**config.mk**
```make
export PLATFORM = sky130hd
export DESIGN_NAME = mpm_ctrl
export DESIGN_NICKNAME = d
export VERILOG_FILES = /design/src/rtl/core/mpm_pkg.sv /design/src/rtl/core/mpm_ctrl.sv
export SDC_FILE = /design/constraint.sdc
export NUM_CORES = 1
export LEC_CHECK = 0
export ABC_AREA = 1
export ABC_CLOCK_PERIOD_IN_PS = 1200
export BUFFER_PORTS_ARGS = -buffer_cell sky130_fd_sc_hd__buf_4
export CAP_MARGIN = 25
export CORE_AREA = 2 2 39 41
export CTS_CLUSTER_DIAMETER = 60
export DETAILED_ROUTE_END_ITERATION = 12
export DIE_AREA = 0 0 41 43
export GPL_TIMING_DRIVEN = 0
export MAX_ROUTING_LAYER = met4
export SLEW_MARGIN = 20
export SYNTH_ARGS = -nofsm -noshare
export SYNTH_HDL_FRONTEND = slang
export SYNTH_SLANG_ARGS = --single-unit
export TNS_END_PERCENT = 50
```
**constraint.sdc**
```tcl
create_clock -name clk -period 1.2 [get_ports clk]
set_clock_uncertainty 0.2 [all_clocks]
set_input_delay 0.24 -clock clk [delete_from_list [all_inputs] [get_ports clk]]
set_output_delay 0.24 -clock clk [all_outputs]
set_load 0.01 [all_outputs]
```
**src/rtl/core/mpm_pkg.sv**
```systemverilog
`timescale 1ns / 1ps
// ----------------------------------------------------------------------------
// Mount-point prefix match package
// Shared constants, payload word types and controller/datapath interface types.
// ----------------------------------------------------------------------------
package mpm_pkg;

    localparam int MAX_ENTRIES_DEF = 16;
    localparam int PATH_BYTES_DEF  = 64;

    localparam logic [7:0] SLASH_BYTE = 8'h2F;
    localparam logic [7:0] NUL_BYTE   = 8'h00;

    localparam logic [1:0] STATUS_OK       = 2'd0;
    localparam logic [1:0] STATUS_FULL     = 2'd1;
    localparam logic [1:0] STATUS_TOO_LONG = 2'd2;

    localparam logic FUNC_MOUNT  = 1'b0;
    localparam logic FUNC_LOOKUP = 1'b1;

    typedef struct packed {
        logic        func;
        logic [7:0]  ch;
        logic [15:0] handle;
    } in_word_t;

    typedef struct packed {
        logic        kind;
        logic [1:0]  status;
        logic        found;
        logic [15:0] match_handle;
        logic [6:0]  remaining_offset;
    } out_word_t;

    // Commands from the controller to the datapath.
    typedef struct packed {
        logic take;      // register the incoming word, start of an item
        logic mount;     // perform the mount action on the held word
        logic scan;      // compare held byte against current scan entry
        logic scan_rd;   // issue memory read for the next scan entry
        logic rewind;    // return the entry pointer to the first entry
        logic finish;    // lookup string end: fold into result
        logic emit;      // advance the lookup position, or drive the result strobe at string end
    } dp_cmd_t;

    // Status from the datapath to the controller.
    typedef struct packed {
        logic is_lookup;  // current string is a lookup
        logic scan_last;  // current scan entry is the last live one
        logic no_entries; // nothing to scan
        logic is_end;     // held byte is zero
    } dp_stat_t;

endpackage

```
**src/rtl/core/mpm_ctrl.sv**
```systemverilog
`timescale 1ns / 1ps
// ----------------------------------------------------------------------------
// Mount-point prefix match controller
// Sequences one word: mount action, or a lookup scan (skipped with no entries) and optional fold.
// ----------------------------------------------------------------------------
module mpm_ctrl (
    input  logic              clk,
    input  logic              rst_n,
    input  logic              start,
    input  mpm_pkg::dp_stat_t stat,
    output mpm_pkg::dp_cmd_t  cmd,
    output logic              busy
);
    import mpm_pkg::*;

    typedef enum logic [2:0] {
        S_IDLE,
        S_DECIDE,
        S_READ,
        S_SCAN,
        S_REWIND,
        S_FOLD,
        S_DONE
    } state_t;

    state_t state_reg;
    logic   busy_reg;

    always_comb
    begin
        cmd         = '0;
        cmd.take    = start && !busy_reg;
        case (state_reg)
            S_DECIDE: cmd.mount   = !stat.is_lookup;
            S_READ:   cmd.scan_rd = 1'b1;
            S_SCAN:
            begin
                cmd.scan    = 1'b1;
                cmd.scan_rd = 1'b1;
            end
            S_REWIND: cmd.rewind  = 1'b1;
            S_FOLD:   cmd.finish  = 1'b1;
            S_DONE:   cmd.emit    = 1'b1;
            default:  ;
        endcase
    end

    always_ff @(posedge clk or negedge rst_n)
    begin
        if (!rst_n)
        begin
            state_reg <= S_IDLE;
            busy_reg  <= 1'b0;
        end
        else
        begin
            case (state_reg)
                S_IDLE:
                begin
                    if (start)
                    begin
                        state_reg <= S_DECIDE;
                        busy_reg  <= 1'b1;
                    end
                end
                S_DECIDE:
                begin
                    if (!stat.is_lookup)
                    begin
                        state_reg <= S_IDLE;
                        busy_reg  <= 1'b0;
                    end
                    else if (stat.no_entries)
                    begin
                        state_reg <= S_DONE;
                    end
                    else
                    begin
                        state_reg <= S_READ;
                    end
                end
                S_READ:   state_reg <= S_SCAN;
                S_SCAN:
                begin
                    if (stat.scan_last)
                    begin
                        state_reg <= stat.is_end ? S_REWIND : S_DONE;
                    end
                end
                S_REWIND: state_reg <= S_FOLD;
                S_FOLD:
                begin
                    if (stat.scan_last)
                    begin
                        state_reg <= S_DONE;
                    end
                end
                S_DONE:
                begin
                    state_reg <= S_IDLE;
                    busy_reg  <= 1'b0;
                end
                default:
                begin
                    state_reg <= S_IDLE;
                    busy_reg  <= 1'b0;
                end
            endcase
        end
    end

    assign busy = busy_reg;

endmodule

```
==> metrics.txt <==
# TYPE chip_impl_metric gauge
chip_impl_metric{name="avgViaCountPerCell",unit=""} 4.67
chip_impl_metric{name="coreArea",unit="mm²"} 0.00138
chip_impl_metric{name="max_cap_viol_count",unit=""} 0
chip_impl_metric{name="initial_utilization",unit="%"} 22.4
chip_impl_metric{name="synthCells",unit=""} 48
chip_impl_metric{name="grt_use_total",unit="%"} 12.4
chip_impl_metric{name="routed-via-count",unit=""} 425
chip_impl_metric{name="async_reset_ff_share",unit="%"} 100
chip_impl_metric{name="routabilityCongestion",unit=""} 0.749
chip_impl_metric{name="cellLeakagePower",unit="nW"} 0.318
chip_impl_info{name="min_delay_worst_endpoint",value="state_reg[1]$_DFFE_PN0P_"} 1
chip_impl_info{name="worst_setup_path_startpoint",value="state_reg[2]$_DFFE_PN0P_"} 1
chip_impl_metric{name="syn_avg_cell_area",unit="µm²"} 6.46
chip_impl_metric{name="post-synth-top-area-fraction",unit="%"} 32.3
chip_impl_metric{name="h_tree_lvl_count",unit=""} 1
chip_impl_metric{name="grt_max_degree",unit=""} 9
chip_impl_info{name="worstSetupEndpointType",value="primary output"} 1
chip_impl_metric{name="pin_count",unit=""} 15
chip_impl_metric{name="routed_wirelength",unit="µm"} 936
chip_impl_metric{name="power_density_over_the_cells",unit="mW/mm²"} 2520
chip_impl_metric{name="final_period_minus_worst_setup_slack",unit="ns"} 1.53
chip_impl_info{name="r2r-end",value="busy$_DFFE_PN0P_"} 1
chip_impl_info{name="netlist_top_cells_area",value="sky130_fd_sc_hd__dfrtp_1 32%, sky130_fd_sc_hd__nand3_1 15%, sky130_fd_sc_hd__nand2_1 13%, sky130_fd_sc_hd__inv_1 7.3%, sky130_fd_sc_hd__nor2_1 7.3%"} 1
chip_impl_info{name="failed_checks",value="negative setup slack"} 1
chip_impl_metric{name="die-width",unit="µm"} 41
chip_impl_info{name="clock_tree_from_tritoncts",value="yes"} 1
chip_impl_metric{name="floorplan.rows",unit=""} 14
chip_impl_metric{name="wire_length_of_the_first_global_routing_pass",unit="µm"} 1400
chip_impl_info{name="result_of_the_run",value="finished with violations"} 1
chip_impl_metric{name="nets",unit=""} 84
chip_impl_metric{name="required_time_at_the_endpoint_of_the_critical_path",unit="ns"} 0.76
chip_impl_metric{name="cts_num_sinks",unit=""} 4
chip_impl_metric{name="dr.first_iter.drc_count",unit=""} 11
chip_impl_metric{name="buffer_ports.inserted",unit=""} 14
chip_impl_metric{name="worst_hold_path.num_cells",unit=""} 4
chip_impl_info{name="critical-path-slowest-cell",value="sky130_fd_sc_hd__dfrtp_2"} 1
chip_impl_metric{name="final-instance-count-excl-fill",unit=""} 91
chip_impl_metric{name="clk-insertion-delay-late",unit="ns"} 0.23
chip_impl_metric{name="dp_slack",unit="ns"} -0.135
chip_impl_info{name="crit_path_start_kind",value="flop"} 1
chip_impl_metric{name="maxSlewHeadroom",unit="%"} 83.5
chip_impl_metric{name="synth_nets",unit=""} 55
chip_impl_metric{name="r2r_cells",unit=""} 6
chip_impl_metric{name="proportion_of_layout_cells_with_a_drive_suffix_above_1",unit="%"} 56.0
chip_impl_metric{name="drtAntennaViolNets",unit=""} 0
chip_impl_metric{name="cts_max_path_buffers",unit=""} 2
chip_impl_metric{name="placedCellCount",unit=""} 78
chip_impl_metric{name="count_of_endpoints_failing_setup_in_the_final_report",unit=""} 12
chip_impl_metric{name="detailedPlacementHpwl",unit="µm"} 617
chip_impl_metric{name="wl_per_cell",unit="µm"} 10.3
chip_impl_metric{name="area_growth_syn_to_layout",unit="%"} 81.5
chip_impl_metric{name="netlist-cell-type-count",unit=""} 14
chip_impl_metric{name="synth-seq-area-share",unit="%"} 32.3
chip_impl_info{name="yosys-top-cells-count",value="11 x sky130_fd_sc_hd__nand2_1, 9 x sky130_fd_sc_hd__nand3_1, 6 x sky130_fd_sc_hd__inv_1, 6 x sky130_fd_sc_hd__nor2_1, 4 x sky130_fd_sc_hd__dfrtp_1"} 1
chip_impl_metric{name="tightest_slew",unit="ns"} 0.246
chip_impl_metric{name="r2r_setup_slack",unit="ns"} -0.28
chip_impl_info{name="hold_class",value="in2reg"} 1
chip_impl_metric{name="filler_cell_count",unit=""} 145
chip_impl_metric{name="die_height",unit="µm"} 43
chip_impl_metric{name="synth.ff_latch_count",unit=""} 4
chip_impl_metric{name="path_clk_slew",unit="ns"} 0.03
chip_impl_metric{name="post-route-util",unit="%"} 40.7
chip_impl_metric{name="finalHoldViolations",unit=""} 0
chip_impl_metric{name="final.period_utilization",unit="%"} 127
chip_impl_metric{name="num_antenna_cells",unit=""} 0
chip_impl_info{name="min_delay_startpoint",value="stat[2]"} 1
chip_impl_info{name="cts_root_buffer",value="sky130_fd_sc_hd__clkbuf_4"} 1
chip_impl_metric{name="synth_warnings",unit=""} 0
chip_impl_metric{name="clock_buffer_count_from_cts",unit=""} 3
chip_impl_info{name="postSynth.topFlopCell",value="sky130_fd_sc_hd__dfrtp_1"} 1
chip_impl_metric{name="drc",unit=""} 0
chip_impl_metric{name="largest_reg_flops",unit=""} 3
chip_impl_metric{name="post_synth_instance_area",unit="µm²"} 310
chip_impl_metric{name="postLayoutSetupSlackWorst",unit="ns"} -0.327
chip_impl_metric{name="timing.critical_path.arrival",unit="ns"} 1.09
chip_impl_metric{name="power.ir.vdd_worst",unit="mV"} 0.863
chip_impl_metric{name="die-area",unit="mm²"} 0.00176
chip_impl_metric{name="grt_pass1_vias",unit=""} 377
chip_impl_metric{name="grt_antenna_before_repair",unit=""} 0
chip_impl_metric{name="crit_path_max_incr_delay",unit="ns"} 0.45
chip_impl_metric{name="timing_max_transition_violations_final",unit=""} 0
chip_impl_metric{name="gr-total-overflow",unit=""} 0
chip_impl_metric{name="number_of_enable_flip_flop_cells_after_synthesis",unit=""} 0
chip_impl_info{name="yosysMostFrequentCell",value="sky130_fd_sc_hd__nand2_1"} 1
chip_impl_metric{name="worst-path-max-fanout",unit=""} 5
chip_impl_info{name="setup.worst_path.class",value="reg2out"} 1
chip_impl_info{name="worstPathCellList",value="inv_2 -> nand2_2 -> nor3_2 -> buf_4"} 1
chip_impl_info{name="rsz0062_at_grt",value="yes"} 1
chip_impl_metric{name="highest_attainable_clock_frequency",unit="GHz"} 0.655
chip_impl_info{name="synth_top_cell_by_area",value="sky130_fd_sc_hd__dfrtp_1"} 1
chip_impl_metric{name="firstDrtPassIters",unit=""} 4
chip_impl_metric{name="timing.setup.tns",unit="ns"} -2.78
chip_impl_info{name="reg2reg_from",value="state_reg[2]$_DFFE_PN0P_"} 1
## layout make-up
class | count | area [µm²] | share of cell area (%)
multi-input cells | 35 | 189 | 33.6
repair buffers | 24 | 183 | 32.4
well taps | 16 | 20.0 | 3.56
plain buffers | 1 | 13.8 | 2.44
inverters | 8 | 32.5 | 5.78
flip-flops and latches | 4 | 103 | 18.2
clock buffers | 3 | 22.5 | 4.00
## metrics by stage
stage | hold slack (ns) | area (µm²) | total power [mW]
after global placement | -0.164 | 445 | 0.969
after CTS | 0.0869 | 551 | 1.37
final | 0.0916 | 563 | 1.42
after detailed placement | -0.163 | 445 | 0.979
after floorplan | -0.256 | 320 | 0.739
after global routing | 0.104 | 563 | 1.52
## cell families after synthesis
family	count (synthesis)	synth area share [%]
buf+inv	9	14.1
compound gates	2	3.22
flops	4	32.3
simple gates	33	50.4
## layer usage
metal	track usage, %	routed length, µm
met1	13.1	373
met2	18.4	457
met3	3.14	55
met4	10.0	51
met5	-	0
## layout by cell type (no fill, tap or decap)
cell                             n
sky130_fd_sc_hd__nor2_2          2
sky130_fd_sc_hd__dlygate4sd3_1   1
sky130_fd_sc_hd__o21ai_0         1
sky130_fd_sc_hd__clkbuf_8        1
sky130_fd_sc_hd__nand4_1         1
sky130_fd_sc_hd__dfrtp_1         2
sky130_fd_sc_hd__nor3_2          2
sky130_fd_sc_hd__clkbuf_4        3
sky130_fd_sc_hd__inv_2           3
sky130_fd_sc_hd__o21ai_1         1
sky130_fd_sc_hd__nand2_2         2
sky130_fd_sc_hd__nand3_2         2
sky130_fd_sc_hd__nor2_1          5
sky130_fd_sc_hd__nand3_1         7
sky130_fd_sc_hd__nand4_2         1
sky130_fd_sc_hd__inv_1           4
sky130_fd_sc_hd__nand2_1        11
sky130_fd_sc_hd__dfrtp_2         2
sky130_fd_sc_hd__buf_4          23
sky130_fd_sc_hd__inv_4           1
## how the worst max path moves through the flow
stage                     slack, ns  depth (start not counted)  endpoint
final                         -0.33                          4    cmd[5]
after global routing          -0.38                          4    cmd[5]
after CTS                     -0.31                          4    cmd[1]
after detailed placement      -0.13                          4    cmd[5]
after global placement        -0.15                          4    cmd[5]
after floorplan               -0.03                          3    cmd[5]
## repair_timing
item                       in CTS  in global routing
setup endpoints to repair      12                 12
pin swaps                       3                  0
setup buffers                   9                  0
hold endpoints to repair        4                  0
hold buffers                    1                  0
gates resized for setup         4                  4
## power by group
part	internal [mW]	switching [mW]
Combinational	0.479	0.491
Sequential	0.206	0.0833
Clock	0.111	0.0471
## worst max-delay path: cells and delay by family (launching register included)
kind                   cells  cell delay, ns
AND/OR/NAND/NOR            2            0.17
buffers and inverters      2            0.24
flip-flops                 1            0.45
No activity file was read; power rests on OpenSTA's default activity.
